`src/design/c2c_pkg.sv`:
```
// Shared constants, types and the arctangent table for the cartesian to cylindrical converter.
package c2c_pkg;

   // Default geometry
   localparam int CORDIC_STAGES_DEF = 18;
   localparam int COORD_BITS_DEF    = 32;

   // Guard bits below the coordinate LSB inside the CORDIC
   localparam int GUARD_SHIFT = 8;
   localparam int GUARD_HALF  = 128;

   // Angle accumulator in units of pi/2^30
   localparam int Z_BITS     = 32;
   localparam int TAB_BITS   = 31;
   localparam int ANGLE_BITS = 16;
   localparam int ANGLE_LSB  = 14;

   localparam logic signed [Z_BITS-1:0] HALF_PI_Z   = 32'sh2000_0000;
   localparam logic signed [Z_BITS-1:0] ANGLE_ROUND = 32'sd8192;
   localparam logic [ANGLE_BITS-1:0]    ANGLE_AXIS  = 16'h8000;
   localparam logic [ANGLE_BITS-1:0]    ANGLE_ZERO  = 16'h0000;

   // Inverse CORDIC gain, Q0.32
   localparam logic [31:0] INV_GAIN_Q32 = 32'h9B74_EDA8;

   // Flags for points on an axis, carried down the pipe with the data
   typedef struct packed {
      logic y_zero;
      logic x_zero;
   } axis_type;

   // round(atan(2^-i) * 2^30 / pi)
   function automatic logic [TAB_BITS-1:0] atan_entry(input logic [4:0] idx);
      logic [TAB_BITS-1:0] val;
      unique case (idx)
         5'd0:  val = 31'd268435456;
         5'd1:  val = 31'd158466703;
         5'd2:  val = 31'd83729454;
         5'd3:  val = 31'd42502378;
         5'd4:  val = 31'd21333666;
         5'd5:  val = 31'd10677233;
         5'd6:  val = 31'd5339919;
         5'd7:  val = 31'd2670123;
         5'd8:  val = 31'd1335082;
         5'd9:  val = 31'd667543;
         5'd10: val = 31'd333772;
         5'd11: val = 31'd166886;
         5'd12: val = 31'd83443;
         5'd13: val = 31'd41722;
         5'd14: val = 31'd20861;
         5'd15: val = 31'd10430;
         5'd16: val = 31'd5215;
         5'd17: val = 31'd2608;
         5'd18: val = 31'd1304;
         5'd19: val = 31'd652;
         5'd20: val = 31'd326;
         5'd21: val = 31'd163;
         5'd22: val = 31'd81;
         5'd23: val = 31'd41;
         5'd24: val = 31'd20;
         5'd25: val = 31'd10;
         5'd26: val = 31'd5;
         5'd27: val = 31'd3;
         5'd28: val = 31'd1;
         5'd29: val = 31'd1;
         5'd30: val = 31'd0;
         5'd31: val = 31'd0;
      endcase
      return val;
   endfunction

endpackage

```
`src/design/c2c_prerot.sv`:
```
// Input stage: fold the point into the first quadrant and scale it for the CORDIC.
module c2c_prerot import c2c_pkg::*; #(
   parameter int COORD_BITS = COORD_BITS_DEF,
   parameter int DW         = COORD_BITS_DEF + 11
) (
   input  logic                         clock,
   input  logic                         reset,
   input  logic                         in_valid,
   input  logic signed [COORD_BITS-1:0] in_x,
   input  logic signed [COORD_BITS-1:0] in_y,
   input  logic signed [COORD_BITS-1:0] in_z,
   output logic                         out_valid,
   output logic signed [DW-1:0]         out_x,
   output logic signed [DW-1:0]         out_y,
   output logic signed [Z_BITS-1:0]     out_z,
   output axis_type                     out_flags,
   output logic signed [COORD_BITS-1:0] out_height
);

   logic signed [COORD_BITS:0] sx, sy, nx, ny, px, py;
   logic                       left;

   logic                         valid_ff;
   logic signed [DW-1:0]         x_ff, x_in, y_ff, y_in;
   logic signed [Z_BITS-1:0]     z_ff, z_in;
   axis_type                     flags_ff, flags_in;
   logic signed [COORD_BITS-1:0] height_ff;

   // Mirror the lower half-plane, then turn the left quadrant by -pi/2
   always_comb begin
      sx   = $signed({in_x[COORD_BITS-1], in_x});
      sy   = $signed({in_y[COORD_BITS-1], in_y});
      nx   = sy[COORD_BITS] ? -sx : sx;
      ny   = sy[COORD_BITS] ? -sy : sy;
      left = nx[COORD_BITS];
      px   = left ? ny : nx;
      py   = left ? -nx : ny;
      x_in = DW'($signed({px, {GUARD_SHIFT{1'b0}}}));
      y_in = DW'($signed({py, {GUARD_SHIFT{1'b0}}}));
      z_in = left ? HALF_PI_Z : '0;
      flags_in.y_zero = (in_y == '0);
      flags_in.x_zero = (in_x == '0);
   end

   // Advance the valid bit under reset
   always_ff @(posedge clock) begin
      if (reset) begin
         valid_ff <= 1'b0;
      end else begin
         valid_ff <= in_valid;
      end
   end

   // Hold the payload
   always_ff @(posedge clock) begin
      x_ff      <= x_in;
      y_ff      <= y_in;
      z_ff      <= z_in;
      flags_ff  <= flags_in;
      height_ff <= in_z;
   end

   assign out_valid  = valid_ff;
   assign out_x      = x_ff;
   assign out_y      = y_ff;
   assign out_z      = z_ff;
   assign out_flags  = flags_ff;
   assign out_height = height_ff;

`ifndef NO_ASSERTIONS
   // The folded point always lies in the closed first quadrant
   assert property (@(posedge clock) disable iff (reset)
      out_valid |-> (!out_x[DW-1] && !out_y[DW-1]))
      else $error("pre-rotation left a negative coordinate");
`endif

endmodule

```
`config.mk`:
```
export PLATFORM = sky130hd
export DESIGN_NAME = c2c_prerot
export DESIGN_NICKNAME = d
export VERILOG_FILES = /design/src/design/c2c_pkg.sv /design/src/design/c2c_prerot.sv
export SDC_FILE = /design/constraint.sdc
export NUM_CORES = 1
export LEC_CHECK = 0
export BUFFER_PORTS_ARGS = -buffer_cell sky130_fd_sc_hd__buf_4
export CAP_MARGIN = 20
export CORE_AREA = 2 2 112 114
export DETAILED_ROUTE_END_ITERATION = 8
export DIE_AREA = 0 0 114 116
export PLACE_DENSITY = 0.83
export SLEW_MARGIN = 20
export SYNTH_ARGS = -nofsm -noshare
export SYNTH_HDL_FRONTEND = slang
export SYNTH_SLANG_ARGS = --single-unit
export TNS_END_PERCENT = 5
```
`constraint.sdc`:
```
create_clock -name clock -period 4.8 [get_ports clock]
set_input_delay 0.48 -clock clock [delete_from_list [all_inputs] [get_ports clock]]
set_output_delay 0.48 -clock clock [all_outputs]
set_load 0.02 [all_outputs]
```
==> flow_summary.toml <==
[logic_synthesis]
ys_seq_area_share_pct = 37.20
synth-seq-cells = 102
yosysWarnings = 0
synth.distinct_cells = 63
ys.flop_type = "dfxtp_1"
avgSynthCellArea_um2 = 8.868
syn_inst = 619
syn_area_um2 = 5489
synth_edf_count = 0
synthArstFlopShare_pct = 0

[sta]
worst_pin_slew_ns = 0.8439
fin_setup_tns_ns = 0
setup_violations = 0
drv_slew = 0
finalHoldViolCount = 0
relSlewSlack_pct = 43.74
fin_crit_sh_pct = 76.00
rsz0062_at_grt = "false"
period_needed_ns = 3.648
whs_ns = 0.2424
fmax_mhz = 274.1

[global_route]
grt_use_total_pct = 21.58
antenna_found_initial = 0
grt_pass1_wl_um = 22600
grt.overflow.total = 0
grt_pass1_vias = 4444
grt_start_max_net_pins = 92

[worst_setup_path]
critPathLaunchType = "input pin"
critPathKind = "in2reg"
cp.required_ns = 5.04
critPathTopFamily = "simple AND/OR/NAND/NOR gates"
crit_buf_inv = 2
worstSetupStartpoint = "in_x[0]"
worstPathMaxFanout = 9
cp_slowest_cell = "or4_1"
cp-end-kind = "flop"
arrival_ns = 3.88
cp_cell_sequence = "buf_4 -> inv_1 -> ha_1 -> or3b_1 -> o41ai_1 -> xor2_1 -> o211ai_2 -> nor4_4 -> nand3_2 -> or4_1 -> and3_1"
worst_path_largest_cell_delay_ns = 0.53

[drt]
drt_iter0_markers = 341
detail-route-antenna-nets = 0
routed_wl_um = 14990
vias = 5002
drt_drc_violations_left = 0
vias_per_cell = 5.254
first_pass_iters = 5
wl_per_cell_um = 15.74

[place]
numPortBuffers = 204
routabilityCongestion = 0.8757
dp_cells = 936
dp_hpwl_um = 11760

[cts]
cts_tree = "built"
post_cts_resized = 0
post-cts-setup-buffer-count = 0
cts_buffer_depth = 2
clock-root-buffer = "clkbuf_16"
numCtsBuffers = 9
cts_hold_buf = 0
cts.sinks = 102
clk_pin_slew_ns = 0.07
htreeDepth = 3

[die]
pin_count = 252
coreArea_um2 = 11910
die_h_um = 116
fp.dieW_um = 114
initial_core_util_pct = 46.08
row_count = 40
die_area_um2 = 13220

[finish]
final_cell_mix = "208 x buf_4, 102 x dfxtp_1, 49 x conb_1, 44 x xor2_1, 43 x nand2_1"
layout_commonest_cell = "buf_4"
nets = 901
drive_gt1_share_pct = 30.43
final_util_pct = 60.42
final_cell_count_no_fill = 952
synthToLayoutAreaGrowth_pct = 31.11
antennaDiodeCount = 0

[pwr]
p_seq_share_pct = 41.0
p_sw_share_pct = 30.45
leakage_uw = 0.003141
switching_power_uw = 718.6
internal_power_uw = 1642
power.density_nw_per_um2 = 327.9
power.share.clock_pct = 31.2
peakVddDrop_mv = 0.1639
share_comb_of_total_power_pct = 27.8

[worst_hold_path]
min_from = "in_z[12]"
hold_path_class = "in2reg"

[status]
status = "finished clean"

[flow_run]
cap_violations = 0
[metal layers]
metal	routed length (um)	GRT usage, %
met1	6214	27.43
met2	6993	35.99
met3	1478	5.439
met4	300	7.154
met5	0	0
[cells in the mapped netlist (all sizes together), types with 4 or more instances]
| master | number | area, um^2 |
|---|---|---|
| dfxtp | 102 | 2042 |
| buf | 64 | 444.2 |
| xor2 | 44 | 385.4 |
| nand2 | 43 | 161.4 |
| o21ai | 41 | 205.2 |
| nor2 | 37 | 138.9 |
| xnor2 | 32 | 287.8 |
| a21oi | 29 | 145.1 |
| clkbuf | 22 | 82.58 |
| mux2i | 22 | 220.2 |
| or3 | 18 | 112.6 |
| nand3 | 17 | 95.09 |
| o31ai | 17 | 132.6 |
| or4 | 15 | 112.6 |
| o41ai | 13 | 147.6 |
| nand4 | 10 | 62.56 |
| nor3 | 10 | 50.05 |
| nor4 | 9 | 77.57 |
| inv | 7 | 26.27 |
| nor2b | 7 | 43.79 |
| or2 | 7 | 46.29 |
| a31oi | 4 | 25.02 |
| and3 | 4 | 25.02 |
| o211ai | 4 | 35.03 |
[area by class of cell]
class                      count  area, um^2
tap                          147       183.9
sequential                   102        2042
inverter                       7       26.28
fill                        1048        4715
clock buffer                  12       256.5
clock inverter                 4       52.55
multi-input combinational    472        3074
timing repair buffer         208        1562
[state kept, by name, indices dropped and copies added (netlist names)]
name / cells
out_valid: 1
out_flags: 2
out_height: 32
out_y: 33
out_x: 33
out_z: 1
[cells by family (layout without fill, tap and decap cells)]
group	after synthesis	after routing	share of synthesized area, %
buf+inv	93	231	10.08
simple gates	194	194	19.40
fa+ha+maj	2	2	0.4558
other cells	1	49	0.06832
flops	102	102	37.20
compound gates	126	126	15.71
xor+xnor	76	76	12.26
mux	25	25	4.832
[power groups by stage]
stage	Sequential, uW	Combinational (uW)	Clock (uW)
after floorplan	1100	283	0
after global placement	985	643	0
after detailed placement	986	650	0
after CTS	967	653	754
after global routing	975	700	790
final	967	656	738
[metrics by stage]
step	total power (uW)	worst slack, ns	area (um^2)
after floorplan	1383	1.098	5669
after global placement	1628	0.9671	6888
after detailed placement	1636	0.8331	6888
after CTS	2374	1.202	7197
after global routing	2465	0.7394	7197
final	2360	1.152	7197
[path summary, 6_finish.rpt]
check             slack (ns)                      to  cells past startpoint
hold / removal          0.24  out_height[12]$_DFF_P_                      1
setup / recovery        1.15       out_y[33]$_DFF_P_                     11
No activity file was read; power rests on OpenSTA's default activity.
