## config.mk

```make
export PLATFORM = sky130hd
export DESIGN_NAME = c2c_stage
export DESIGN_NICKNAME = d
export VERILOG_FILES = /design/src/design/c2c_pkg.sv /design/src/design/c2c_stage.sv
export SDC_FILE = /design/constraint.sdc
export NUM_CORES = 1
export LEC_CHECK = 0
export BUFFER_PORTS_ARGS = -buffer_cell sky130_fd_sc_hd__buf_2
export CORE_MARGIN = 10
export CORE_UTILIZATION = 49
export DETAILED_ROUTE_END_ITERATION = 7
export PLACE_DENSITY = 0.76
export SLEW_MARGIN = 15
export SYNTH_ARGS = -nofsm -noshare
export SYNTH_HDL_FRONTEND = slang
export SYNTH_SLANG_ARGS = --single-unit
```

## constraint.sdc

```tcl
create_clock -name clock -period 3.86 [get_ports clock]
set_input_delay 0.386 -clock clock [delete_from_list [all_inputs] [get_ports clock]]
set_output_delay 0.386 -clock clock [all_outputs]
set_load 0.005 [all_outputs]
```

## src/design/c2c_pkg.sv

```systemverilog
// Shared constants, types and the arctangent table for the cartesian to cylindrical converter.
package c2c_pkg;

   // Default geometry
   localparam int CORDIC_STAGES_DEF = 18;
   localparam int COORD_BITS_DEF    = 32;

   // Guard bits below the coordinate LSB inside the CORDIC
   localparam int GUARD_SHIFT = 8;
   localparam int GUARD_HALF  = 128;

   // Angle accumulator in units of pi/2^30
   localparam int Z_BITS     = 32;
   localparam int TAB_BITS   = 31;
   localparam int ANGLE_BITS = 16;
   localparam int ANGLE_LSB  = 14;

   localparam logic signed [Z_BITS-1:0] HALF_PI_Z   = 32'sh2000_0000;
   localparam logic signed [Z_BITS-1:0] ANGLE_ROUND = 32'sd8192;
   localparam logic [ANGLE_BITS-1:0]    ANGLE_AXIS  = 16'h8000;
   localparam logic [ANGLE_BITS-1:0]    ANGLE_ZERO  = 16'h0000;

   // Inverse CORDIC gain, Q0.32
   localparam logic [31:0] INV_GAIN_Q32 = 32'h9B74_EDA8;

   // Flags for points on an axis, carried down the pipe with the data
   typedef struct packed {
      logic y_zero;
      logic x_zero;
   } axis_type;

   // round(atan(2^-i) * 2^30 / pi)
   function automatic logic [TAB_BITS-1:0] atan_entry(input logic [4:0] idx);
      logic [TAB_BITS-1:0] val;
      unique case (idx)
         5'd0:  val = 31'd268435456;
         5'd1:  val = 31'd158466703;
         5'd2:  val = 31'd83729454;
         5'd3:  val = 31'd42502378;
         5'd4:  val = 31'd21333666;
         5'd5:  val = 31'd10677233;
         5'd6:  val = 31'd5339919;
         5'd7:  val = 31'd2670123;
         5'd8:  val = 31'd1335082;
         5'd9:  val = 31'd667543;
         5'd10: val = 31'd333772;
         5'd11: val = 31'd166886;
         5'd12: val = 31'd83443;
         5'd13: val = 31'd41722;
         5'd14: val = 31'd20861;
         5'd15: val = 31'd10430;
         5'd16: val = 31'd5215;
         5'd17: val = 31'd2608;
         5'd18: val = 31'd1304;
         5'd19: val = 31'd652;
         5'd20: val = 31'd326;
         5'd21: val = 31'd163;
         5'd22: val = 31'd81;
         5'd23: val = 31'd41;
         5'd24: val = 31'd20;
         5'd25: val = 31'd10;
         5'd26: val = 31'd5;
         5'd27: val = 31'd3;
         5'd28: val = 31'd1;
         5'd29: val = 31'd1;
         5'd30: val = 31'd0;
         5'd31: val = 31'd0;
      endcase
      return val;
   endfunction

endpackage

```

## src/design/c2c_stage.sv

```systemverilog
// One vectoring CORDIC micro-rotation with its pipeline register.
module c2c_stage import c2c_pkg::*; #(
   parameter int COORD_BITS = COORD_BITS_DEF,
   parameter int DW         = COORD_BITS_DEF + 11,
   parameter int SHIFT      = 0
) (
   input  logic                         clock,
   input  logic                         reset,
   input  logic                         in_valid,
   input  logic signed [DW-1:0]         in_x,
   input  logic signed [DW-1:0]         in_y,
   input  logic signed [Z_BITS-1:0]     in_z,
   input  axis_type                     in_flags,
   input  logic signed [COORD_BITS-1:0] in_height,
   output logic                         out_valid,
   output logic signed [DW-1:0]         out_x,
   output logic signed [DW-1:0]         out_y,
   output logic signed [Z_BITS-1:0]     out_z,
   output axis_type                     out_flags,
   output logic signed [COORD_BITS-1:0] out_height
);

   logic signed [DW-1:0]     dx, dy;
   logic signed [Z_BITS-1:0] step_ang;

   logic                         valid_ff;
   logic signed [DW-1:0]         x_ff, x_in, y_ff, y_in;
   logic signed [Z_BITS-1:0]     z_ff, z_in;
   axis_type                     flags_ff;
   logic signed [COORD_BITS-1:0] height_ff;

   // Rotate toward the x axis by atan(2^-SHIFT)
   always_comb begin
      dx       = in_y >>> SHIFT;
      dy       = in_x >>> SHIFT;
      step_ang = $signed(Z_BITS'(atan_entry(5'(SHIFT))));
      if (!in_y[DW-1]) begin
         x_in = in_x + dx;
         y_in = in_y - dy;
         z_in = in_z + step_ang;
      end else begin
         x_in = in_x - dx;
         y_in = in_y + dy;
         z_in = in_z - step_ang;
      end
   end

   // Advance the valid bit under reset
   always_ff @(posedge clock) begin
      if (reset) begin
         valid_ff <= 1'b0;
      end else begin
         valid_ff <= in_valid;
      end
   end

   // Hold the payload
   always_ff @(posedge clock) begin
      x_ff      <= x_in;
      y_ff      <= y_in;
      z_ff      <= z_in;
      flags_ff  <= in_flags;
      height_ff <= in_height;
   end

   assign out_valid  = valid_ff;
   assign out_x      = x_ff;
   assign out_y      = y_ff;
   assign out_z      = z_ff;
   assign out_flags  = flags_ff;
   assign out_height = height_ff;

`ifndef NO_ASSERTIONS
   // X only grows from a non-negative start, so it never turns negative
   assert property (@(posedge clock) disable iff (reset)
      out_valid |-> !out_x[DW-1])
      else $error("CORDIC x went negative");
`endif

endmodule

```

==> impl_table.tex <==
\begin{tabular}{lr}
\hline
Metric & Value \\
\hline
\multicolumn{2}{l}{\textbf{Global route}} \\
\quad Pin count of the biggest net entering global routing & 64 \\
\quad Number of global-route vias before repair & 11,139 \\
\quad First-pass GRT wire length & 62,600 um \\
\quad Number of antenna violations at the first check in global routing & 1 \\
\quad GR Util All Layers & 27.1\% \\
\quad Remaining global-route overflow & 0 \\
\multicolumn{2}{l}{\textbf{Synthesis}} \\
\quad Gate count of the mapped netlist & 1,348 \\
\quad Dominant cells by area after synthesis & dfxtp\_1 (28\%), ha\_1 (15\%), a21oi\_1 (7.5\%) \\
\quad Number of distinct library cell variants in the gate-level netlist after synthesis & 76 \\
\quad Async SR Flop Fraction & 0\% \\
\quad Post-synthesis instance area & 10,800 um2 \\
\quad Portion of synthesized cell area occupied by the leading cell type & 28.2\% \\
\quad Total number of yosys warnings & 0 \\
\quad Post-Synthesis Net Count & 1,635 \\
\quad Cell type with the highest aggregate area in the netlist & dfxtp\_1 \\
\quad Synth Register Bits & 152 \\
\quad Share of the yosys chip area belonging to registers & 28.2\% \\
\quad Mean Syn Cell Area & 8.02 um2 \\
\quad Most common cell in the netlist & a21oi\_1 \\
\quad Number of enable-type register cells in the synthesized netlist & 0 \\
\quad Most frequent cells after synthesis & a21oi\_1 (163), dfxtp\_1 (152), inv\_1 (132), ha\_1 (128), nor2\_1 (113) \\
\quad Predominant post-synthesis flop cell & dfxtp\_1 \\
\multicolumn{2}{l}{\textbf{Timing}} \\
\quad Crit path time final & 3.24 ns \\
\quad Worst relative slew slack & 49.1\% \\
\quad Final total negative setup slack & 0 ns \\
\quad Final Cycle Share & 83.8\% \\
\quad Max Clk Rate & 0.309 GHz \\
\quad Number of failing hold endpoints at the final stage & 0 \\
\quad Least-Margin Pin Slew & 0.762 ns \\
\quad Setup repair after global routing missed its margin & no \\
\quad Number of max-slew violations in the final report & 0 \\
\quad Count of endpoints failing setup in the final report & 0 \\
\multicolumn{2}{l}{\textbf{Clocking}} \\
\quad Clock sink count & 152 \\
\quad CTS tree & built \\
\quad Htree depth & 4 \\
\quad Number of buffers inserted for hold repair after clock tree synthesis & 0 \\
\quad Resized Gates After CTS & 0 \\
\quad CTS clk-pin slew, worst paths & 0.08 ns \\
\quad CTS Buf Count & 17 \\
\quad Root buffer cell & clkbuf\_16 \\
\quad Bufs on Longest Clock Path & 2 \\
\quad Post-CTS setup repair buffer count & 0 \\
\multicolumn{2}{l}{\textbf{Critical path}} \\
\quad Critical Path Fanout Max & 11 \\
\quad Startpoint type of the worst setup path & primary input \\
\quad Kind of critical path & in2reg \\
\quad Crit path capture type & flip-flop \\
\quad Start point of the critical path & in\_x[13] \\
\quad Data required time of the worst path & 4.19 ns \\
\quad Worst endpoint data arrival time & 3.56 ns \\
\multicolumn{2}{l}{\textbf{Placed design}} \\
\quad Placed cell areas & 12,600 um2 \\
\quad Number of buffers inserted by port buffering & 307 \\
\quad \# placed instances & 1,903 \\
\quad Hpwl dp & 33,400 um \\
\quad Final weighted congestion in routability-driven placement & 1.02 \\
\multicolumn{2}{l}{\textbf{Die}} \\
\quad Die Wd & 169 um \\
\quad Height of the chip & 169 um \\
\quad Floorplan Core Area & 21,800 um2 \\
\quad Full die area & 28,400 um2 \\
\quad Top-level I/O count & 308 \\
\quad Initial cell density of the core & 49.7\% \\
\quad \# rows & 54 \\
\multicolumn{2}{l}{\textbf{Detailed routing}} \\
\quad Pre-Repair DR Iteration Count & 5 \\
\quad Count of nets left with antenna violations after detail routing & 0 \\
\quad Drt drc & 0 \\
\quad Detail-routed via count per cell & 5.76 \\
\quad Vias & 11,139 \\
\quad Drt wl/cell & 21.1 um \\
\quad Initial DRC count & 898 \\
\quad WL final & 40,900 um \\
\multicolumn{2}{l}{\textbf{Job}} \\
\quad Number of max-cap violations & 0 \\
\multicolumn{2}{l}{\textbf{Layout}} \\
\quad Area growth from synthesis to layout & 22.4\% \\
\quad Diode count & 0 \\
\quad Non-filler cells in the finished layout & 1,935 \\
\quad Filler cells & 2,043 \\
\quad Ratio of cells with drive above 1 in the final layout & 23.4\% \\
\quad Finished layout cell area & 13,200 um2 \\
\quad Final layout net count & 1,929 \\
\multicolumn{2}{l}{\textbf{Worst hold path}} \\
\quad Worst hold-check path type & in2reg \\
\quad Min-delay src & in\_z[10] \\
\multicolumn{2}{l}{\textbf{Status}} \\
\quad Result of the run & finished, final reports clean \\
\multicolumn{2}{l}{\textbf{Power and ir drop}} \\
\quad P\_leak & 6.38 nW \\
\quad PD cells & 410 nW/um2 \\
\quad Worst-case vdd ir drop & 0.264 mV \\
\hline
\end{tabular}
-- final timing paths --
kind | endpoint | cells past startpoint | slack, ns
worst max-delay path | out_y[40] | 13 | 0.62
worst min-delay path | out_z[10] | 1 | 0.05
-- state kept, by name, summed over array words and instances (netlist names) --
register / cells
out_z: 32
out_valid: 1
out_x: 43
out_y: 42
out_flags: 2
out_height: 32
-- layer usage --
metal | track usage [%] | part of all wire [%]
met1 | 34.1 | 42
met2 | 44.3 | 46
met3 | 7.41 | 9.4
met4 | 8.36 | 2.4
met5 | 0 | 0.032
-- cell families (layout without fill, tap and decap cells) --
| logic type | count (synthesis) | count (layout) | synth area share (%) |
|---|---|---|---|
| buf+inv | 196 | 503 | 7.25 |
| compound gates | 444 | 444 | 26.0 |
| simple gates | 318 | 318 | 14.2 |
| xor+xnor | 85 | 85 | 6.89 |
| fa+ha+maj | 132 | 132 | 15.6 |
| flops | 152 | 152 | 28.2 |
| mux | 21 | 21 | 1.95 |
-- where the power goes --
group	internal, mW	total [mW]	switching (mW)
combinational	0.736	1.83	1.09
clock	0.883	1.70	0.813
sequential	1.83	1.90	0.0766
total	3.45	5.43	1.98
-- worst max-delay path, cell delays in order --
cell and delay (ns):
buf_2 0.11, inv_1 0.04, ha_1 0.42, buf_4 0.22, nor4_2 0.50, o21ai_0 0.33
nand4_1 0.24, o21ai_1 0.12, nand2_1 0.19, a41oi_1 0.26, o31ai_1 0.41, a22oi_1 0.17
xnor2_1 0.17
-- metrics by stage --
step	total power, mW	hold slack, ns	utilization (%)	worst slack [ns]
floorplan	2.96	0.414	-	1.02
global placement	3.74	0.488	58.1	0.366
detailed placement	3.74	0.490	58.1	0.328
CTS	5.44	0.0388	60.8	0.764
global route	5.70	0.0349	60.8	0.458
finish	5.43	0.0485	60.8	0.625
-- layout make-up --
| type | count | area [um2] | area share, % |
|---|---|---|---|
| multi-input combinational | 1000 | 6980 | 52.8 |
| sequential | 152 | 3040 | 23.0 |
| timing repair buffer | 336 | 1760 | 13.3 |
| inverter | 135 | 507 | 3.83 |
| clock buffer | 18 | 439 | 3.32 |
| tap | 280 | 350 | 2.65 |
| clock inverter | 14 | 154 | 1.16 |
-- placed cells by master, fill, tap and decap left out, types with 15 or more instances in the layout --
cell type and count:
a21o_1 17, a21oi_1 163, buf_2 306, buf_4 30, clkbuf_16 17, dfxtp_1 152, ha_1 128, inv_1 132
mux2i_1 21, nand2_1 67, nand2b_1 15, nand3_1 15, nand4_1 26, nor2_1 113, nor2b_1 20, nor3_1 21
o21a_1 17, o21ai_0 83, o21bai_1 30, o31ai_1 18, xnor2_1 77
Power figures use the tool's default switching activity.
