===== config.mk =====
export PLATFORM = sky130hd
export DESIGN_NAME = c2c_gain
export DESIGN_NICKNAME = d
export VERILOG_FILES = /design/src/design/c2c_pkg.sv /design/src/design/c2c_gain.sv
export SDC_FILE = /design/constraint.sdc
export NUM_CORES = 2
export LEC_CHECK = 0
export BUFFER_PORTS_ARGS = -buffer_cell sky130_fd_sc_hd__buf_2
export CAP_MARGIN = 20
export CELL_PAD_IN_SITES_DETAIL_PLACEMENT = 1
export CELL_PAD_IN_SITES_GLOBAL_PLACEMENT = 2
export CORE_MARGIN = 2
export CORE_UTILIZATION = 44
export CTS_CLUSTER_SIZE = 12
export DETAILED_ROUTE_END_ITERATION = 16
export GPL_ROUTABILITY_DRIVEN = 0
export PLACE_DENSITY_LB_ADDON = 0.1
export SLEW_MARGIN = 20
export SYNTH_ARGS = -nofsm -noshare
export SYNTH_HDL_FRONTEND = slang
export SYNTH_SLANG_ARGS = --single-unit

===== constraint.sdc =====
create_clock -name clock -period 20.3 [get_ports clock]
set_clock_uncertainty 0.1 [all_clocks]
set_input_delay 1.015 -clock clock [delete_from_list [all_inputs] [get_ports clock]]
set_output_delay 1.015 -clock clock [all_outputs]
set_load 0.05 [all_outputs]

===== src/design/c2c_pkg.sv =====
// Shared constants, types and the arctangent table for the cartesian to cylindrical converter.
package c2c_pkg;

   // Default geometry
   localparam int CORDIC_STAGES_DEF = 18;
   localparam int COORD_BITS_DEF    = 32;

   // Guard bits below the coordinate LSB inside the CORDIC
   localparam int GUARD_SHIFT = 8;
   localparam int GUARD_HALF  = 128;

   // Angle accumulator in units of pi/2^30
   localparam int Z_BITS     = 32;
   localparam int TAB_BITS   = 31;
   localparam int ANGLE_BITS = 16;
   localparam int ANGLE_LSB  = 14;

   localparam logic signed [Z_BITS-1:0] HALF_PI_Z   = 32'sh2000_0000;
   localparam logic signed [Z_BITS-1:0] ANGLE_ROUND = 32'sd8192;
   localparam logic [ANGLE_BITS-1:0]    ANGLE_AXIS  = 16'h8000;
   localparam logic [ANGLE_BITS-1:0]    ANGLE_ZERO  = 16'h0000;

   // Inverse CORDIC gain, Q0.32
   localparam logic [31:0] INV_GAIN_Q32 = 32'h9B74_EDA8;

   // Flags for points on an axis, carried down the pipe with the data
   typedef struct packed {
      logic y_zero;
      logic x_zero;
   } axis_type;

   // round(atan(2^-i) * 2^30 / pi)
   function automatic logic [TAB_BITS-1:0] atan_entry(input logic [4:0] idx);
      logic [TAB_BITS-1:0] val;
      unique case (idx)
         5'd0:  val = 31'd268435456;
         5'd1:  val = 31'd158466703;
         5'd2:  val = 31'd83729454;
         5'd3:  val = 31'd42502378;
         5'd4:  val = 31'd21333666;
         5'd5:  val = 31'd10677233;
         5'd6:  val = 31'd5339919;
         5'd7:  val = 31'd2670123;
         5'd8:  val = 31'd1335082;
         5'd9:  val = 31'd667543;
         5'd10: val = 31'd333772;
         5'd11: val = 31'd166886;
         5'd12: val = 31'd83443;
         5'd13: val = 31'd41722;
         5'd14: val = 31'd20861;
         5'd15: val = 31'd10430;
         5'd16: val = 31'd5215;
         5'd17: val = 31'd2608;
         5'd18: val = 31'd1304;
         5'd19: val = 31'd652;
         5'd20: val = 31'd326;
         5'd21: val = 31'd163;
         5'd22: val = 31'd81;
         5'd23: val = 31'd41;
         5'd24: val = 31'd20;
         5'd25: val = 31'd10;
         5'd26: val = 31'd5;
         5'd27: val = 31'd3;
         5'd28: val = 31'd1;
         5'd29: val = 31'd1;
         5'd30: val = 31'd0;
         5'd31: val = 31'd0;
      endcase
      return val;
   endfunction

endpackage


===== src/design/c2c_gain.sv =====
// Gain correction, rounding and saturation of the radius, and angle rounding.
module c2c_gain import c2c_pkg::*; #(
   parameter int COORD_BITS = COORD_BITS_DEF,
   parameter int DW         = COORD_BITS_DEF + 11
) (
   input  logic                         clock,
   input  logic                         reset,
   input  logic                         in_valid,
   input  logic signed [DW-1:0]         in_x,
   input  logic signed [Z_BITS-1:0]     in_z,
   input  axis_type                     in_flags,
   input  logic signed [COORD_BITS-1:0] in_height,
   output logic                         out_valid,
   output logic [COORD_BITS-1:0]        out_radius,
   output logic [ANGLE_BITS-1:0]        out_angle,
   output logic signed [COORD_BITS-1:0] out_height
);

   localparam int RXW = (DW - 1 > 33) ? DW - 1 : 33;
   localparam int HIW = RXW - 32;
   localparam int PW  = RXW + 1;

   // First multiply stage: low half times the inverse gain
   logic [RXW-1:0]            rx;
   logic [63:0]               lo_mult;
   logic [64:0]               lo_sum;
   logic signed [Z_BITS-1:0]  z_round;
   logic [ANGLE_BITS-1:0]     ang_in;

   logic                         valid1_ff;
   logic [32:0]                  low1_ff;
   logic [HIW-1:0]               hi1_ff;
   logic [ANGLE_BITS-1:0]        ang1_ff;
   logic signed [COORD_BITS-1:0] height1_ff;

   always_comb begin
      rx      = in_x[DW-1] ? '0 : RXW'(in_x[DW-2:0]);
      lo_mult = 64'(rx[31:0]) * 64'(INV_GAIN_Q32);
      lo_sum  = {1'b0, lo_mult} + 65'h0_8000_0000;
      z_round = in_z + ANGLE_ROUND;
      priority if (in_flags.y_zero) begin
         ang_in = ANGLE_ZERO;
      end else if (in_flags.x_zero) begin
         ang_in = ANGLE_AXIS;
      end else begin
         ang_in = z_round[ANGLE_LSB+ANGLE_BITS-1:ANGLE_LSB];
      end
   end

   // Second multiply stage: high half times the inverse gain plus the low carry
   logic [RXW-1:0] hi_mult;
   logic [PW-1:0]  prod_in;

   logic                         valid2_ff;
   logic [PW-1:0]                prod2_ff;
   logic [ANGLE_BITS-1:0]        ang2_ff;
   logic signed [COORD_BITS-1:0] height2_ff;

   always_comb begin
      hi_mult = RXW'(hi1_ff) * RXW'(INV_GAIN_Q32);
      prod_in = PW'(hi_mult) + PW'(low1_ff);
   end

   // Final stage: drop the guard bits with rounding and clamp
   logic [PW:0]           rnd_sum;
   logic [PW-8:0]         rad_full;
   logic [COORD_BITS-1:0] radius_in;

   logic                         valid3_ff;
   logic [COORD_BITS-1:0]        radius3_ff;
   logic [ANGLE_BITS-1:0]        ang3_ff;
   logic signed [COORD_BITS-1:0] height3_ff;

   always_comb begin
      rnd_sum   = (PW+1)'(prod2_ff) + (PW+1)'(GUARD_HALF);
      rad_full  = rnd_sum[PW:GUARD_SHIFT];
      radius_in = (|rad_full[PW-8:COORD_BITS]) ? '1 : rad_full[COORD_BITS-1:0];
   end

   // Advance the valid bits under reset
   always_ff @(posedge clock) begin
      if (reset) begin
         valid1_ff <= 1'b0;
         valid2_ff <= 1'b0;
         valid3_ff <= 1'b0;
      end else begin
         valid1_ff <= in_valid;
         valid2_ff <= valid1_ff;
         valid3_ff <= valid2_ff;
      end
   end

   // Hold the payload of each stage
   always_ff @(posedge clock) begin
      low1_ff    <= lo_sum[64:32];
      hi1_ff     <= rx[RXW-1:32];
      ang1_ff    <= ang_in;
      height1_ff <= in_height;
      prod2_ff   <= prod_in;
      ang2_ff    <= ang1_ff;
      height2_ff <= height1_ff;
      radius3_ff <= radius_in;
      ang3_ff    <= ang2_ff;
      height3_ff <= height2_ff;
   end

   assign out_valid  = valid3_ff;
   assign out_radius = radius3_ff;
   assign out_angle  = ang3_ff;
   assign out_height = height3_ff;

endmodule


==> reports/metrics.cfg <==
[sta]
slew_headroom_pct=32.16
setup-violations-final=0
tns_ps=0
slew_viol_final=0
hold_viol=0
fin_crit_sh_pct=55.42
rsz0062_at_grt=no
period_needed_ps=11250
fmax_mhz=88.88
tightest_slew_ps=1016

[worst_setup_path]
worst_setup_path_start_kind=input pin
rr_endpoint=prod2_ff[41]$_DFF_P_
worstPathMaxFanout=58
worst-setup-path-type=input pin to flop
rrSetupSlack_ps=11420
cp_data_required_time_ps=20700
timing.rr.start=hi1_ff[2]$_SDFF_PP0_
critPathArrivalTime_ps=11650
end_kind=flop
worst_r2r_path_depth=30

[global_routing]
grt_pass1_wl_mm=144.2
grt_usage_pct=24.82
antenna_found_initial=1
grt_pass1_vias=25860
grt_max_degree=59
grt_overflow=0

[placed_design]
post_dp_cell_area_um2=34240
place_hpwl_mm=80.51
port_buffers=177

[cts]
cts_made_buffers=27
cts_root_buffer=clkbuf_16
postCtsSetupBuffers=0
postCtsResizedCells=0
clkLatencyLatePin_ps=580
clock_sinks=255
cts_buffer_depth=3
htreeDepth=1
path_clk_slew_ps=60
cts_hold_buf=0
cts_tree=built

[cells_and_area]
area_growth_pct=8.555
final_layout_size_suffix_gt1_share_pct=7.398
stdcell_area_um2=35010
layout.nets=4601

[logic_synthesis]
syn_nets=4427
synth_flop_cell=dfxtp_1
yosys.area_share.simple_pct=9.044
synth.area.top_cells=fa_1, ha_1, dfxtp_1
synth_top_family_by_area=adder cells
netlist_top_cells_count=inv_1, fa_1, ha_1, dfxtp_1, nand2_1
synth.distinct_cells=85
syn_area_um2=32250
seq_area_frac_synth_pct=15.83
synth_warnings=0
syn_inst=3292
synth_compound_area_share_pct=7.511
syn_area_per_cell_um2=9.796
synth-async-reset-ratio_pct=0
yosys.area.top_type=fa_1
synth_top_area_share_pct=33.77
synth_fa_ha_area_share_pct=52.36
synth.most_common_cell=inv_1
ys_seq_elements=255
muxShareOfSynthArea_pct=0.1979
synth_edf_count=0
synth_xor_area_share_pct=4.563

[floorplanning]
die_area_um2=75470
rows=99
coreArea_um2=72710
dieHeight_um=274.7
initial_core_util_pct=44.35
die_x_um=274.7
ios=193

[worst_hold_path]
hold_class=flop to flop
min_path_cells=0
hp-start=height1_ff[25]$_DFF_P_
whs_endpoint=height2_ff[25]$_DFF_P_

[drt]
num_vias=22720
dr.pass1.iters=5
ant_nets=0
wl_per_cell_um=20.43
drt_wl_total_mm=90.58
drc_errors=0
vias_per_cell=5.124
drt_iter0_markers=849

[outcome]
status=finished clean

[run]
maxCapViolations=0

==> worst max-delay path by stage <==
stage,startpoint,endpoint,cells after the start
2_1_floorplan,in_x[42],low1_ff[26]$_DFF_P_,31
3_3_place_gp,in_x[42],low1_ff[26]$_DFF_P_,29
3_5_place_dp,in_x[42],low1_ff[26]$_DFF_P_,28
4_1_cts,in_x[42],low1_ff[26]$_DFF_P_,28
5_1_grt,in_x[42],low1_ff[26]$_DFF_P_,28
6_report,in_x[42],low1_ff[26]$_DFF_P_,28
==> kinds of logic (layout without fill, tap and decap cells) <==
kind of cell	Yosys count	in the layout
other	0	1
xor gates and xnor gates	168	168
and+or+nand+nor	576	576
buffers and inverters	896	1078
DFF	255	255
adders and majority gates	1023	1023
AOI/OAI and AO/OA	368	368
muxes	6	6
==> state kept, by name, indices dropped and copies added, names as in the netlist <==
signal,flops
prod2_ff,36
height1_ff,32
height2_ff,32
out_height,32
out_radius,32
low1_ff,30
ang1_ff,16
ang2_ff,16
out_angle,16
hi1_ff,10
out_valid,1
valid1_ff,1
valid2_ff,1
==> layer usage <==
| layer | up-vias | routed length (um) | global-route usage (%) |
|---|---|---|---|
| met5 | - | 0 | 0 |
| met4 | 0 | 2995 | 7.723 |
| met3 | 120 | 2667 | 1.493 |
| met2 | 387 | 45430 | 45.09 |
| met1 | 11570 | 39490 | 31.59 |
| li1 | 10640 | - | - |
==> stage by stage <==
stage | util (%) | hold WS [ps] | instances | setup WS [ps]
2_1_floorplan | - | 209.6 | 3292 | 10360
3_3_place_gp | 47.08 | 210.0 | 4396 | 8715
3_5_place_dp | 47.09 | 213.2 | 4396 | 8526
4_1_cts | 48.14 | 224.0 | 4433 | 9123
5_1_grt | 48.15 | 231.8 | 4434 | 8502
6_report | 48.15 | 224.6 | 4434 | 9049
==> critical path, stage by stage <==
cell	delay, ps
buf_2	70
buf_4	520
nand2b_1	720
inv_1	430
ha_1	550
inv_1	90
fa_1	550
fa_1	450
fa_1	540
inv_1	50
fa_1	480
fa_1	530
fa_1	620
inv_1	80
fa_1	500
inv_1	50
ha_1	440
a21oi_1	310
o21ai_0	270
a21oi_1	240
mux2_1	340
or4_1	550
nor4_1	580
nand4_1	280
or4_1	600
or4_1	520
nand3_1	110
xor2_1	140
==> area by class of cell <==
| type | count | area, um^2 |
|---|---|---|
| Clock inverter | 6 | 57.56 |
| Timing Repair Buffer | 187 | 960.9 |
| Antenna cell | 1 | 2.502 |
| Clock buffer | 31 | 710.7 |
| Sequential cell | 255 | 5105 |
| Inverter | 854 | 3206 |
| Fill cell | 8279 | 37700 |
| Multi-Input combinational cell | 2141 | 23770 |
| Tap cell | 959 | 1200 |
==> cells in the final DEF, fill, tap and decap left out, types with 6 or more instances in the layout <==
cell type  netlist  layout
a211o_1          8       8
a211oi_1        10      10
a21o_1          56      56
a21oi_1        107     107
a31o_2           6       6
a31oi_1         10      10
and2_1          14      14
and3_1          25      25
and4_1           6       6
buf_2            7     177
buf_4            2      10
clkbuf_16        0      27
dfxtp_1        255     255
fa_1           544     544
ha_1           479     479
inv_1          854     854
nand2_1        140     140
nand2b_1        36      36
nand3_1         49      49
nand4_1         34      34
nor2_1         136     136
nor2b_1         45      44
nor3_1          34      33
nor4_1           9       9
o211ai_1         9       9
o21a_1          19      19
o21ai_0         64      64
o21ai_1         12      12
o21bai_1        10      10
or3_1           11      11
or4_1            7       7
xnor2_1        101     101
xor2_1          67      67
Power is left out: the tool's default activity adds up to more than one toggle a clock period on the data nets, which glitch-free logic cannot reach.
